**config.mk**
```make
export PLATFORM = sky130hd
export DESIGN_NAME = euclidean_distance
export DESIGN_NICKNAME = d
export VERILOG_FILES = /design/src/design/eucl_pkg.sv /design/src/design/eucl_acc.sv /design/src/design/eucl_sqrt_cell.sv /design/src/design/euclidean_distance.sv
export SDC_FILE = /design/constraint.sdc
export NUM_CORES = 2
export LEC_CHECK = 0
export BUFFER_PORTS_ARGS = -buffer_cell sky130_fd_sc_hd__buf_2
export CAP_MARGIN = 20
export CORE_ASPECT_RATIO = 1.2
export CORE_MARGIN = 8
export CORE_UTILIZATION = 55
export DETAILED_ROUTE_END_ITERATION = 6
export GPL_TIMING_DRIVEN = 0
export PLACE_DENSITY_LB_ADDON = 0.05
export SYNTH_ARGS = -nofsm -noshare
export SYNTH_HDL_FRONTEND = slang
export SYNTH_HIERARCHICAL = 1
export SYNTH_SLANG_ARGS = --single-unit
```
**constraint.sdc**
```tcl
create_clock -name clk -period 7.3 [get_ports clk]
set_clock_uncertainty 0.1 [all_clocks]
set_input_delay 0.365 -clock clk [delete_from_list [all_inputs] [get_ports clk]]
set_output_delay 0.365 -clock clk [all_outputs]
set_load 0.005 [all_outputs]
```
**src/design/eucl_pkg.sv**
```systemverilog
// Shared widths, limits and stage type for the euclidean distance block.
package eucl_pkg;

  localparam int SAMPLE_WIDTH_DEF = 16;
  localparam int SUM_W  = 44;
  localparam int DIST_W = 21;
  localparam int ROOT_W = SUM_W / 2;
  localparam int REM_W  = ROOT_W + 2;
  localparam int OUT_DATA_W = ((DIST_W + 7) / 8) * 8;

  localparam logic [SUM_W-1:0]  SUM_MAX    = {SUM_W{1'b1}};
  localparam logic [DIST_W-1:0] DIST_MAX   = {DIST_W{1'b1}};
  localparam logic [ROOT_W-1:0] DIFF_LIMIT = {ROOT_W{1'b1}};

  typedef struct packed {
    logic              valid;
    logic [SUM_W-1:0]  x;
    logic [REM_W-1:0]  rem;
    logic [ROOT_W-1:0] root;
  } sqrt_stage_t;

endpackage

```
**src/design/eucl_acc.sv**
```systemverilog
// Difference, square and saturating accumulation front end.
module eucl_acc #(
  parameter int SAMPLE_WIDTH = eucl_pkg::SAMPLE_WIDTH_DEF
) (
  input  logic                    clk,
  input  logic                    rst_n,
  input  logic                    adv,
  input  logic                    in_take,
  input  logic [SAMPLE_WIDTH-1:0] a_sample,
  input  logic [SAMPLE_WIDTH-1:0] b_sample,
  input  logic                    last,
  output eucl_pkg::sqrt_stage_t   launch
);

  localparam int EXT_W = (SAMPLE_WIDTH > eucl_pkg::ROOT_W) ? SAMPLE_WIDTH : eucl_pkg::ROOT_W;

  logic                      v1_r, v1_nxt, last1_r;
  logic [SAMPLE_WIDTH-1:0]   mag_r, mag_nxt;
  logic                      v2_r, last2_r;
  logic [eucl_pkg::SUM_W-1:0] sq_r, sq_nxt;
  logic [eucl_pkg::SUM_W-1:0] sum_r, sum_nxt;
  logic [eucl_pkg::SUM_W:0]   sum_wide;
  logic [SAMPLE_WIDTH:0]     diff;
  logic [SAMPLE_WIDTH:0]     diff_neg;
  logic [EXT_W-1:0]          mag_ext;
  logic [eucl_pkg::ROOT_W-1:0] mag_lo;
  eucl_pkg::sqrt_stage_t     launch_r, launch_nxt;

  assign v1_nxt   = in_take;
  assign diff     = {a_sample[SAMPLE_WIDTH-1], a_sample} - {b_sample[SAMPLE_WIDTH-1], b_sample};
  assign diff_neg = (SAMPLE_WIDTH + 1)'(0) - diff;
  assign mag_nxt  = diff[SAMPLE_WIDTH] ? diff_neg[SAMPLE_WIDTH-1:0] : diff[SAMPLE_WIDTH-1:0];

  assign mag_ext = EXT_W'(mag_r);
  assign mag_lo  = mag_ext[eucl_pkg::ROOT_W-1:0];

  always_comb begin
    if (mag_ext > EXT_W'(eucl_pkg::DIFF_LIMIT)) begin
      sq_nxt = eucl_pkg::SUM_MAX;
    end else begin
      sq_nxt = eucl_pkg::SUM_W'(mag_lo) * eucl_pkg::SUM_W'(mag_lo);
    end
  end

  assign sum_wide = {1'b0, sum_r} + {1'b0, sq_r};
  assign sum_nxt  = sum_wide[eucl_pkg::SUM_W] ? eucl_pkg::SUM_MAX
                                              : sum_wide[eucl_pkg::SUM_W-1:0];

  always_comb begin
    launch_nxt       = launch_r;
    launch_nxt.valid = v2_r && last2_r;
    launch_nxt.x     = sum_nxt;
    launch_nxt.rem   = '0;
    launch_nxt.root  = '0;
  end

  always_ff @(posedge clk) begin
    if (!rst_n) begin
      v1_r           <= 1'b0;
      v2_r           <= 1'b0;
      sum_r          <= '0;
      launch_r.valid <= 1'b0;
    end else if (adv) begin
      v1_r     <= v1_nxt;
      v2_r     <= v1_r;
      launch_r <= launch_nxt;
      if (v2_r) begin
        sum_r <= last2_r ? '0 : sum_nxt;
      end
    end
  end

  always_ff @(posedge clk) begin
    if (adv) begin
      mag_r   <= mag_nxt;
      last1_r <= last;
      sq_r    <= sq_nxt;
      last2_r <= last1_r;
    end
  end

  assign launch = launch_r;

  property p_sum_grows;
    @(posedge clk) disable iff (!rst_n)
      (adv && v2_r && !last2_r) |=> (sum_r >= $past(sum_r));
  endproperty
  a_sum_grows: assert property (p_sum_grows) else $error("sum decreased mid vector");

  property p_sum_clears;
    @(posedge clk) disable iff (!rst_n)
      (adv && v2_r && last2_r) |=> (sum_r == '0) && launch_r.valid;
  endproperty
  a_sum_clears: assert property (p_sum_clears) else $error("sum not cleared on last");

endmodule

```
**src/design/eucl_sqrt_cell.sv**
```systemverilog
// One restoring square root step, registered, in the root chain.
module eucl_sqrt_cell (
  input  logic                  clk,
  input  logic                  rst_n,
  input  logic                  adv,
  input  eucl_pkg::sqrt_stage_t stage_i,
  output eucl_pkg::sqrt_stage_t stage_o
);

  eucl_pkg::sqrt_stage_t      stage_r, stage_nxt;
  logic [eucl_pkg::REM_W-1:0] rem_sh;
  logic [eucl_pkg::REM_W-1:0] trial;

  assign rem_sh = {stage_i.rem[eucl_pkg::REM_W-3:0],
                   stage_i.x[eucl_pkg::SUM_W-1:eucl_pkg::SUM_W-2]};
  assign trial  = {stage_i.root, 2'b01};

  always_comb begin
    stage_nxt       = stage_i;
    stage_nxt.x     = {stage_i.x[eucl_pkg::SUM_W-3:0], 2'b00};
    if (rem_sh >= trial) begin
      stage_nxt.rem  = rem_sh - trial;
      stage_nxt.root = {stage_i.root[eucl_pkg::ROOT_W-2:0], 1'b1};
    end else begin
      stage_nxt.rem  = rem_sh;
      stage_nxt.root = {stage_i.root[eucl_pkg::ROOT_W-2:0], 1'b0};
    end
  end

  always_ff @(posedge clk) begin
    if (!rst_n) begin
      stage_r.valid <= 1'b0;
    end else if (adv) begin
      stage_r <= stage_nxt;
    end
  end

  assign stage_o = stage_r;

  property p_rem_bound;
    @(posedge clk) disable iff (!rst_n)
      stage_r.valid |-> ((eucl_pkg::REM_W + 1)'(stage_r.rem)
                         <= (eucl_pkg::REM_W + 1)'({stage_r.root, 1'b0}));
  endproperty
  a_rem_bound: assert property (p_rem_bound) else $error("root remainder out of bound");

endmodule

```
**src/design/euclidean_distance.sv**
```systemverilog
// Top level of the streaming euclidean distance block.
// Usage:
//   The input channel carries one element pair per item: tdata holds a_sample
//   in the low SAMPLE_WIDTH bits and b_sample above it; tlast marks the final
//   pair of a vector. Each pair adds (a - b)^2 to a 44-bit saturating sum.
//   On the last pair the block emits one item on the output channel: the
//   floor square root of the sum, clamped to 21 bits, in input LSB units.
//   Throughput: one item per cycle unless stalled, vectors back to back with no gap.
//   Pipeline: an accepted last item passes three front stages (difference,
//   square, accumulate) and the chain of 22 square root cells, one result
//   bit per cell, then the output register, before out_tvalid.
//   Stall: while out_tvalid is high and out_tready low, every stage holds
//   and in_tready is low; nothing is lost or repeated.
//   Reset: rst_n low clears the sum and all stage valids; the block takes
//   items in the first cycle after reset.
module euclidean_distance #(
  parameter int SAMPLE_WIDTH = eucl_pkg::SAMPLE_WIDTH_DEF
) (
  input  logic                                        clk,
  input  logic                                        rst_n,
  input  logic                                        in_tvalid,
  output logic                                        in_tready,
  input  logic [((2*SAMPLE_WIDTH+7)/8)*8-1:0]         in_tdata,  // a_sample, b_sample
  input  logic                                        in_tlast,
  output logic                                        out_tvalid,
  input  logic                                        out_tready,
  output logic [eucl_pkg::OUT_DATA_W-1:0]             out_tdata  // distance
);

  localparam int NUM_CELLS = eucl_pkg::ROOT_W;

  logic                            adv;
  logic                            in_take;
  logic                            out_tvalid_r;
  logic [eucl_pkg::DIST_W-1:0]     dist_r, dist_nxt;
  eucl_pkg::sqrt_stage_t           chain [NUM_CELLS+1];
  eucl_pkg::sqrt_stage_t           tail;

  assign adv       = !(out_tvalid_r && !out_tready);
  assign in_tready = adv;
  assign in_take   = in_tvalid && adv;

  eucl_acc #(
    .SAMPLE_WIDTH(SAMPLE_WIDTH)
  ) u_acc (
    .clk      (clk),
    .rst_n    (rst_n),
    .adv      (adv),
    .in_take  (in_take),
    .a_sample (in_tdata[SAMPLE_WIDTH-1:0]),
    .b_sample (in_tdata[2*SAMPLE_WIDTH-1:SAMPLE_WIDTH]),
    .last     (in_tlast),
    .launch   (chain[0])
  );

  for (genvar i = 0; i < NUM_CELLS; i++) begin : g_cell
    eucl_sqrt_cell u_cell (
      .clk     (clk),
      .rst_n   (rst_n),
      .adv     (adv),
      .stage_i (chain[i]),
      .stage_o (chain[i+1])
    );
  end

  assign tail     = chain[NUM_CELLS];
  assign dist_nxt = tail.root[eucl_pkg::ROOT_W-1] ? eucl_pkg::DIST_MAX
                                                   : tail.root[eucl_pkg::DIST_W-1:0];

  always_ff @(posedge clk) begin
    if (!rst_n) begin
      out_tvalid_r <= 1'b0;
    end else if (adv) begin
      out_tvalid_r <= tail.valid;
    end
  end

  always_ff @(posedge clk) begin
    if (adv) begin
      dist_r <= dist_nxt;
    end
  end

  assign out_tvalid = out_tvalid_r;
  assign out_tdata  = eucl_pkg::OUT_DATA_W'(dist_r);

endmodule

```
; ---- After elaboration in Yosys (flattened, before gate mapping)
; Cells that the tools add are included.
[classes]
addsub = 24
n_mul = 1
order_cmp = 23
mux = 25
bitwise_logic = 1
reduce_logical = 7
[ops]
columns = operator, n
row1 = 44-bit 2-to-1 mux, 22
row2 = 24-bit >= comparator, 21
row3 = 22-bit subtractor, 20
row4 = 44-bit by 44-bit adder with 45-bit output, 1
row5 = 16-bit by 16-bit multiplier with 32-bit output, 1
row6 = 24-bit 2-to-1 mux, 1
row7 = 16-bit by 22-bit > comparator with 1-bit output (second input constant), 1
row8 = 16-bit by 16-bit subtractor with 17-bit output, 1
row9 = 16-bit 2-to-1 mux, 1
row10 = 1-bit by 16-bit subtractor with 16-bit output (first input constant), 1
row11 = 2-bit AND reduction, 2
row12 = 1-bit logical AND, 3
row13 = 2-bit by 1-bit subtractor with 3-bit output (second input constant), 1
row14 = 2-bit by 1-bit >= comparator with 1-bit output (second input constant), 1
row15 = 1-bit zero test, 2
row16 = 1-bit 2-to-1 mux, 1
row17 = 1-bit inverter, 1
[word_totals]
register_bits = 1586
elab_cells = 179

; ---- Depth between registers and ports, before layout
[logic_depth]
ltp_word = 4
mapped_depth = 25
mapped_depth_nobuf = 24

; ---- Modules after synthesis
; Netlist, hierarchy kept.
[modules_own_cells]
columns = mod, n_inst, cells_each, area_per_inst_um2, seq_area_each_um2
row1 = eucl_sqrt_cell (g_cell[14].u_cell ...), 17, 345, 4461.8, 2662.6
row2 = eucl_sqrt_cell (g_cell[0].u_cell ...), 5, 353, 4360.4, 2662.6
row3 = eucl_acc, 1, 1692, 15698.8, 3733.6
row4 = euclidean_distance, 1, 54, 860.8, 650.6

; ---- Worst setup path after synthesis
; OpenSTA, ideal clock, no wires.
[synth_timing]
path_type = register to register
from = register u_acc.mag_r[4]
to = register u_acc/sq_r[28] (netlist bit) (data pin)
setup_time_ns = 0.261
arrival_ns = 6.396
required_time_ns = 6.939
setup_slack_ns = 0.543
path_stages_with_launch = 23
period_less_slack_ns = 6.757
path_cell_list = edfxtp_1 clkbuf_1 clkbuf_1 nand2_1 fa_1 fa_1 inv_1 fa_1 fa_1 fa_1 inv_1 fa_1 inv_1 ha_1 nand2_1 o21ai_0 o21ai_0 o21ba_2 a2111oi_0 o21ai_0 a21oi_1 nor4_1 a311o_1
[synth_between]
elab_chain_cells = 1
word_cells_on_any_way = 2
cone_classes = mul (1) / order compare (1)
[synth_rtl]
columns = item, line_no
row1 = start: declaration, eucl_acc.sv:18  ; logic [SAMPLE_WIDTH-1:0] mag_r, mag_nxt;
row2 = start signal: assignment, eucl_acc.sv:75  ; mag_r <= mag_nxt;
row3 = 16-bit by 16-bit multiplier with 32-bit output or 16-bit by 22-bit > comparator with 1-bit output (tied branches), "eucl_acc.sv:41, eucl_acc.sv:38"
row4 = end signal: assignment, eucl_acc.sv:77  ; sq_r <= sq_nxt;
row5 = end: declaration, eucl_acc.sv:20  ; logic [eucl_pkg::SUM_W-1:0] sq_r, sq_nxt;
; Parallel ways exist; a longest one is shown, timed or not.
; A chain may end at the register's enable or synchronous reset.

; ---- Final worst setup path
[layout_timing]
from = register u_acc.mag_r[10]
to = register u_acc/sq_r[21] (netlist bit) (data pin)
; Same word-level chain as after synthesis.

==> flow_summary.json <==
{
  "drc": 0,
  "maxCapViolations": 0,
  "status": "completed",
  "routed_wirelength_um": 215000,
  "syn_inst": 8256,
  "worst_pin_slew_ps": 978,
  "antenna_left": 0,
  "cp_common_cell": "fa_1",
  "grt_pass1_wl_um": 339000,
  "grt_max_degree": 71,
  "grt_pass1_vias": 62600,
  "initial_utilization_pct": 55.2,
  "rows": 166,
  "setup.worst_path.end_class": "register",
  "clock_path_buffers": 3,
  "ys_warn_count": 6,
  "crit_fanout": 10,
  "worstSetupStartpointType": "register",
  "cp_slowest_cell": "or4b_2",
  "n_fill_cell": 14000,
  "reg2reg_from": "u_acc/mag_r[10]",
  "area_growth_pct": 10.5,
  "cts.sinks": 1592,
  "drive_above_1_share_pct": 11.2,
  "dp_hpwl_um": 168000,
  "finalMaxSlewViolations": 0,
  "dieArea_um2": 185000,
  "path_clk_slew_ps": 60,
  "synth.avg_cell_area_um2": 11.4,
  "postPlaceCellArea_um2": 98000,
  "crit_chain": "buf_2 -> nand2_1 -> inv_1 -> fa_1 -> inv_1 -> fa_1 -> inv_1 -> fa_1 -> fa_1 -> fa_1 -> inv_1 -> fa_1 -> inv_1 -> ha_1 -> and4_1 -> nand3_1 -> nor3_1 -> nor3_2 -> a21oi_1 -> o21ai_0 -> a21oi_1 -> or4b_2 -> nand4_1",
  "firstDrtPassIters": 6,
  "hold_class": "in -> reg",
  "die_h_um": 469,
  "drt-initial-drc-count": 4064,
  "port-buffer-count": 59,
  "final.period_utilization_pct": 95.9,
  "h-tree-depth": 4,
  "arrival_ps": 7540,
  "nets": 9456,
  "min_from": "in_tdata[5]",
  "avgViaCountPerCell": 5.62,
  "max_slew_margin_pct": 34.8,
  "post_drt_wl_per_cell_um": 19.6,
  "antenna_found_initial": 4,
  "max_stage_delay_ps": 630,
  "clk_latency_ps": 810,
  "numCtsBuffers": 165,
  "fin_crit_ps": 7000,
  "root_buffer": "clkbuf_16",
  "gr-usage-all-layers_pct": 23.0,
  "die_x_um": 393,
  "overflow": 0,
  "core_area_um2": 170000,
  "syn_area_um2": 94100,
  "cts_tree": "built",
  "finalSetupViolCount": 0,
  "critical_path_class": "reg -> reg",
  "fmax_ghz": 0.143,
  "vias": 61700,
  "finalHoldViolations": 0,
  "rsz0062_at_grt": "no",
  "required_ps": 7840,
  "place_congestion": 0.910,
  "finish.instance_area_um2": 104000,
  "worstSetupStartpoint": "u_acc/mag_r[10]",
  "io_pins": 63
}
==> worst paths after layout <==
path	depth (start not counted)	slack [ps]	to
worst max register to register	23	300	u_acc/sq_r[21]
worst max-delay path	23	300	u_acc/sq_r[21]
worst min register to register	0	300	g_cell[1].u_cell/stage_o[85]
worst min-delay path	5	190	u_acc/mag_r[5]
==> state kept, by name (all words and copies together), names as in the netlist, 16 cells and up <==
name,count
u_acc/sum_r,44
u_acc/mag_r,16
dist_r,21
g_cell.u_cell/stage_o,1430
u_acc/sq_r,31
u_acc/launch,45
==> metal layers <==
metal  GRT usage [%]  wire [µm]  share of wire [%]
met5               0          0                  0
met2            44.0     114000                 53
met3            2.81       7860                3.7
met4            7.97       7550                3.5
met1            26.3      85200                 40
==> critical path, delay by kind of cell (launching register included) <==
family / cells / cell delay [ps]
fa+ha+maj: 7 / 3400
simple gates: 7 / 1580
buf+inv: 6 / 590
compound gates: 3 / 590
flops: 1 / 560
==> layout make-up <==
cell class	instances	area, µm²	share of cell area [%]
flip-flops and latches	1592	47100	45.3
well taps	2268	2840	2.73
inverters	946	3550	3.42
multi-input cells	5409	41600	40.0
diodes	4	10.0	0.00963
plain buffers	351	2130	2.05
clock buffers	195	4340	4.18
clock inverters	106	1310	1.26
repair buffers	109	1110	1.07
==> repair_timing <==
action,CTS,global route
hold endpoints to repair,16,0
pin swaps,1,2
hold buffers,5,0
buffers inserted,4,15
setup endpoints to repair,12,6
gates resized for setup,24,18
==> placed cells by master, fill, tap and decap left out, types with 59 or more instances in the layout <==
master	instances
edfxtp_1	1522
inv_1	941
ha_1	680
nand2_1	581
a21oi_1	535
nor2_1	411
xnor2_1	297
o21ai_0	296
mux2_1	288
buf_2	239
clkbuf_16	167
fa_1	165
nor3_1	153
nand3_1	149
xor2_1	144
o21a_1	144
nand4_1	137
o21ai_1	112
a21o_1	101
nor2b_1	90
buf_4	78
clkbuf_1	74
dfxtp_1	70
and2_1	63
mux2i_1	60
nand2b_1	59
==> metrics by stage <==
stage          cells  hold slack, ps  TNS [ps]  setup slack, ps  util (%)
2_1_floorplan   8301             300         0              543         -
3_3_place_gp   10600             301  -1217320            -1450      57.2
3_5_place_dp   10700             305     -5870            -1020      57.5
4_1_cts        11000            91.8         0             27.8      60.9
5_1_grt        11000             139         0             8.19      61.0
6_report       11000             186         0              296      61.0
Power is not shown: default switching activity piles up to over one toggle a cycle in this logic, so the estimate is an artifact.
